`config.mk`:
```
export PLATFORM = sky130hd
export DESIGN_NAME = mbbs_ctrl
export DESIGN_NICKNAME = d
export VERILOG_FILES = /design/src/design/mbbs_pkg.sv /design/src/design/mbbs_ctrl.sv
export SDC_FILE = /design/constraint.sdc
export NUM_CORES = 1
export LEC_CHECK = 0
export BUFFER_PORTS_ARGS = -buffer_cell sky130_fd_sc_hd__buf_2
export CORE_AREA = 2 2 39 41
export CTS_CLUSTER_SIZE = 25
export DETAILED_ROUTE_END_ITERATION = 12
export DIE_AREA = 0 0 41 43
export PLACE_DENSITY = 0.63
export SETUP_SLACK_MARGIN = 0.3
export SYNTH_ARGS = -nofsm -noshare
export SYNTH_HDL_FRONTEND = slang
export SYNTH_SLANG_ARGS = --single-unit
```
`constraint.sdc`:
```
create_clock -name clk -period 2.1 [get_ports clk]
set_input_delay 0.42 -clock clk [delete_from_list [all_inputs] [get_ports clk]]
set_output_delay 0.42 -clock clk [all_outputs]
set_load 0.01 [all_outputs]
```
`src/design/mbbs_pkg.sv`:
```
// ----------------------------------------------------------------------------
// mbbs_pkg
// Command and status types shared by the bounding box/sphere controller and
// its datapath.
// ----------------------------------------------------------------------------
package mbbs_pkg;

  typedef struct packed {
    logic load;        // vertex transaction accepted this cycle
    logic center;      // form center, reset scan pointer and best distance
    logic scan_step;   // read next stored vertex into the distance pipeline
    logic sqrt_start;  // launch the square root of the best distance
    logic emit;        // result on the ports, clear the mesh state
  } mbbs_cmd_t;

  typedef struct packed {
    logic scan_last;   // scan pointer sits on the last stored vertex
    logic pipe_busy;   // distance pipeline still holds work
    logic sqrt_busy;   // square root unit iterating
  } mbbs_stat_t;

endpackage

```
`src/design/mbbs_ctrl.sv`:
```
// ----------------------------------------------------------------------------
// mbbs_ctrl
// Controller: loads vertices while idle, then sequences center, rescan,
// pipeline drain, square root and result strobe.
// ----------------------------------------------------------------------------
module mbbs_ctrl (
  input  logic                clk,
  input  logic                rst_n,
  input  logic                start,
  input  logic                last_vertex,
  input  mbbs_pkg::mbbs_stat_t stat,
  output mbbs_pkg::mbbs_cmd_t  cmd,
  output logic                busy,
  output logic                out_valid
);
  import mbbs_pkg::*;

  typedef enum logic [6:0] {
    S_IDLE     = 7'b0000001,
    S_CENTER   = 7'b0000010,
    S_SCAN     = 7'b0000100,
    S_DRAIN    = 7'b0001000,
    S_SQ_START = 7'b0010000,
    S_SQ_WAIT  = 7'b0100000,
    S_OUT      = 7'b1000000
  } state_t;

  state_t state_r, state_nxt;

  always_comb begin
    state_nxt = state_r;
    unique case (state_r)
      S_IDLE: begin
        if (start && last_vertex) state_nxt = S_CENTER;
      end
      S_CENTER:   state_nxt = S_SCAN;
      S_SCAN: begin
        if (stat.scan_last) state_nxt = S_DRAIN;
      end
      S_DRAIN: begin
        if (!stat.pipe_busy) state_nxt = S_SQ_START;
      end
      S_SQ_START: state_nxt = S_SQ_WAIT;
      S_SQ_WAIT: begin
        if (!stat.sqrt_busy) state_nxt = S_OUT;
      end
      S_OUT:      state_nxt = S_IDLE;
      default:    state_nxt = S_IDLE;
    endcase
  end

  always_ff @(posedge clk) begin
    if (!rst_n) begin
      state_r <= S_IDLE;
    end else begin
      state_r <= state_nxt;
    end
  end

  always_comb begin
    cmd.load       = start && (state_r == S_IDLE);
    cmd.center     = (state_r == S_CENTER);
    cmd.scan_step  = (state_r == S_SCAN);
    cmd.sqrt_start = (state_r == S_SQ_START);
    cmd.emit       = (state_r == S_OUT);
  end

  assign busy      = (state_r != S_IDLE);
  assign out_valid = (state_r == S_OUT);

endmodule

```
==> flow_summary.ini <==
[outcome]
status = finished clean

[pwr]
p_switching_uw = 75.7
swShare_pct = 24.7
comb_power_share_pct = 14.7
p_leak_nw = 0.253
ir_worst_vdd_uv = 300
pwr-share-clk_pct = 39.0
p_int_uw = 231
power_density_mw_per_mm2 = 567
seqPwrFrac_pct = 46.3

[cts]
cts.sinks = 7
clockRootBuffer = clkbuf_4
clkTransAtPathRegs_ps = 50
clk_path_buf_depth = 2
cts_buffers = 3
cts_tree = done
h-tree-depth = 1
holdBufCountCts = 0
clock_latency_ps = 250

[critical_path]
path_cells = nor2_4 -> nand2_2 -> nor4b_2 -> buf_2
crit_arrival_ps = 1310
crit_type = flip-flop to primary output
cp_max_fo = 6
worst-path-buf-inv = 1
cp-start-kind = flip-flop
critical-path-slowest-cell = dfxtp_2
endpoint_kind = primary output
cp.required_ps = 1680
path_delay_family = simple AND/OR/NAND/NOR gates
critical-path-max-stage-delay_ps = 360

[sta]
slew_viol_final = 0
final_hold_viol_count = 0
slew_headroom_pct = 84.4
fin_worst_skew_ps = 4.08
grt_setup_unrepaired = yes
min_period_ps = 1730
finalSetupViolations = 0
fmax_mhz = 579
worst_pin_slew_ps = 232
finalCritPeriodShare_pct = 82.3
hold_ws_ps = 339
setup_tns_ps = 0

[die]
ios = 14
die_h_um = 43
num_rows = 14
fp.dieW_um = 41
floorplan.initialDensity_pct = 28.0
core_area_mm2 = 0.00138
dieArea_mm2 = 0.00176

[logic_synthesis]
synthCells = 49
syn-num-nets = 56
yosysWarnings = 0
yosysTopAreaCellShare_pct = 36.1
synth_edf_count = 0
async_reset_ff_share_pct = 0
yosys_register_bits = 7
synth_cell_types = 25
synth_top_cells_by_area = dfxtp_1 (36%), nor2_1 (6.8%), nor4b_1 (4.5%)
ys_seq_area_share_pct = 36.1
synthFlopType = dfxtp_1
netlist_area_um2 = 388
synth_top_cell_by_area = dfxtp_1
syn_area_per_cell_um2 = 7.92

[drt]
totalWireLength_um = 897
drtIter0Drc = 6
drt_first_pass_iters = 4
detail-route-antenna-nets = 0
vias_per_cell = 4.96
via_count = 407
wl_per_cell_um = 10.9
route.detailed.drc = 0

[cells_and_area]
reg.largest.list = state_r (7)
diodes = 0
drive_gt1_share_pct = 43.9
final_cell_mix = buf_2 (13), nor2_1 (6), inv_1 (4), dfxtp_2 (4)
top_register = state_r
largest_register_ffs = 7
area_growth_pct = 39.4
nNetsFinal = 74
final_common_cell = buf_2
stdcell_area_um2 = 541

[global_routing]
grt_use_met1_pct = 15.5
grt_use_total_pct = 12.2
grt_busiest_layer = met2
use_met2_pct = 17.2
gr-usage-met3_pct = 3.14
grt.overflow.total = 0
antenna_found_initial = 0
grt_pass1_vias = 353
grt_pass1_wl_mm = 1.44
grt_max_degree = 8

[placement]
place_area_um2 = 465
hpwl_um = 682
gp_congestion = 0.741
io_buffers = 13

[worst_hold_path]
hp-class = primary input to flip-flop

[run]
maxCapViolations = 0
-- worst paths after layout --
check | endpoint | cells past startpoint | slack (ps) | start
setup / recovery | cmd[3] | 4 | 370 | state_r[2]
setup reg to reg | state_r[0] | 4 | 590 | state_r[2]
hold / removal | state_r[4] | 2 | 340 | stat[1]
hold reg to reg | state_r[6] | 1 | 520 | state_r[4]
-- per-stage QoR --
step / utilization, % / instances / setup WS [ps] / total power, mW
after floorplan: - / 49 / 572 / 0.166
after global placement: 33.6 / 77 / 455 / 0.183
after detailed placement: 33.6 / 77 / 442 / 0.182
after CTS: 37.0 / 82 / 285 / 0.306
after global routing: 39.1 / 82 / 290 / 0.323
final: 39.1 / 82 / 372 / 0.307
-- per-layer routing --
| layer | share of wire [%] | wire (µm) |
|---|---|---|
| met5 | 0 | 0 |
| met1 | 44 | 399 |
| met4 | 1.2 | 11 |
| met3 | 6.1 | 55 |
| met2 | 48 | 430 |
-- cell type report --
class | count | area (µm²)
multi-input cells | 37 | 262
inverters | 4 | 15.0
well taps | 16 | 20.0
clock buffers | 4 | 26.3
flip-flops and latches | 7 | 145
fillers | 149 | 843
repair buffers | 14 | 72.6
-- worst register-to-register path: cells and delay by family, from the launching register on --
| family | cells | cell delay [ps] |
|---|---|---|
| fa+ha+maj | 1 | 300 |
| flops | 1 | 360 |
| simple gates | 3 | 720 |
-- repair_timing --
item / 4_1_cts / 5_1_grt
pin swaps: 1 / 2
buffers inserted: 1 / 0
resized for setup: 2 / 9
endpoints found under the setup margin: 3 / 7
-- cells in the mapped netlist (2+ instances only) --
master / instances
dfxtp_1: 7
nor2_1: 7
nand2b_1: 2
nand2_1: 4
o21ai_1: 2
inv_1: 4
nor4b_1: 2
nand3_1: 2
nor4_1: 2
nor3_1: 2
-- cells by family after synthesis --
kind of cell / count (synthesis) / share of synthesized area [%]
AOI/OAI and AO/OA: 7 / 12.3
xor gates and xnor gates: 1 / 2.26
adders and majority gates: 1 / 2.90
buffers and inverters: 5 / 5.81
DFF: 7 / 36.1
and+or+nand+nor: 28 / 40.7
-- power groups by stage --
stage	Clock (mW)	Combinational (mW)	Sequential, mW
floorplan	0	0.0235	0.142
global placement	0	0.0397	0.143
detailed placement	0	0.0393	0.143
CTS	0.121	0.0439	0.141
global route	0.131	0.0499	0.142
finish	0.119	0.0451	0.142
Power figures use the tool's default switching activity.
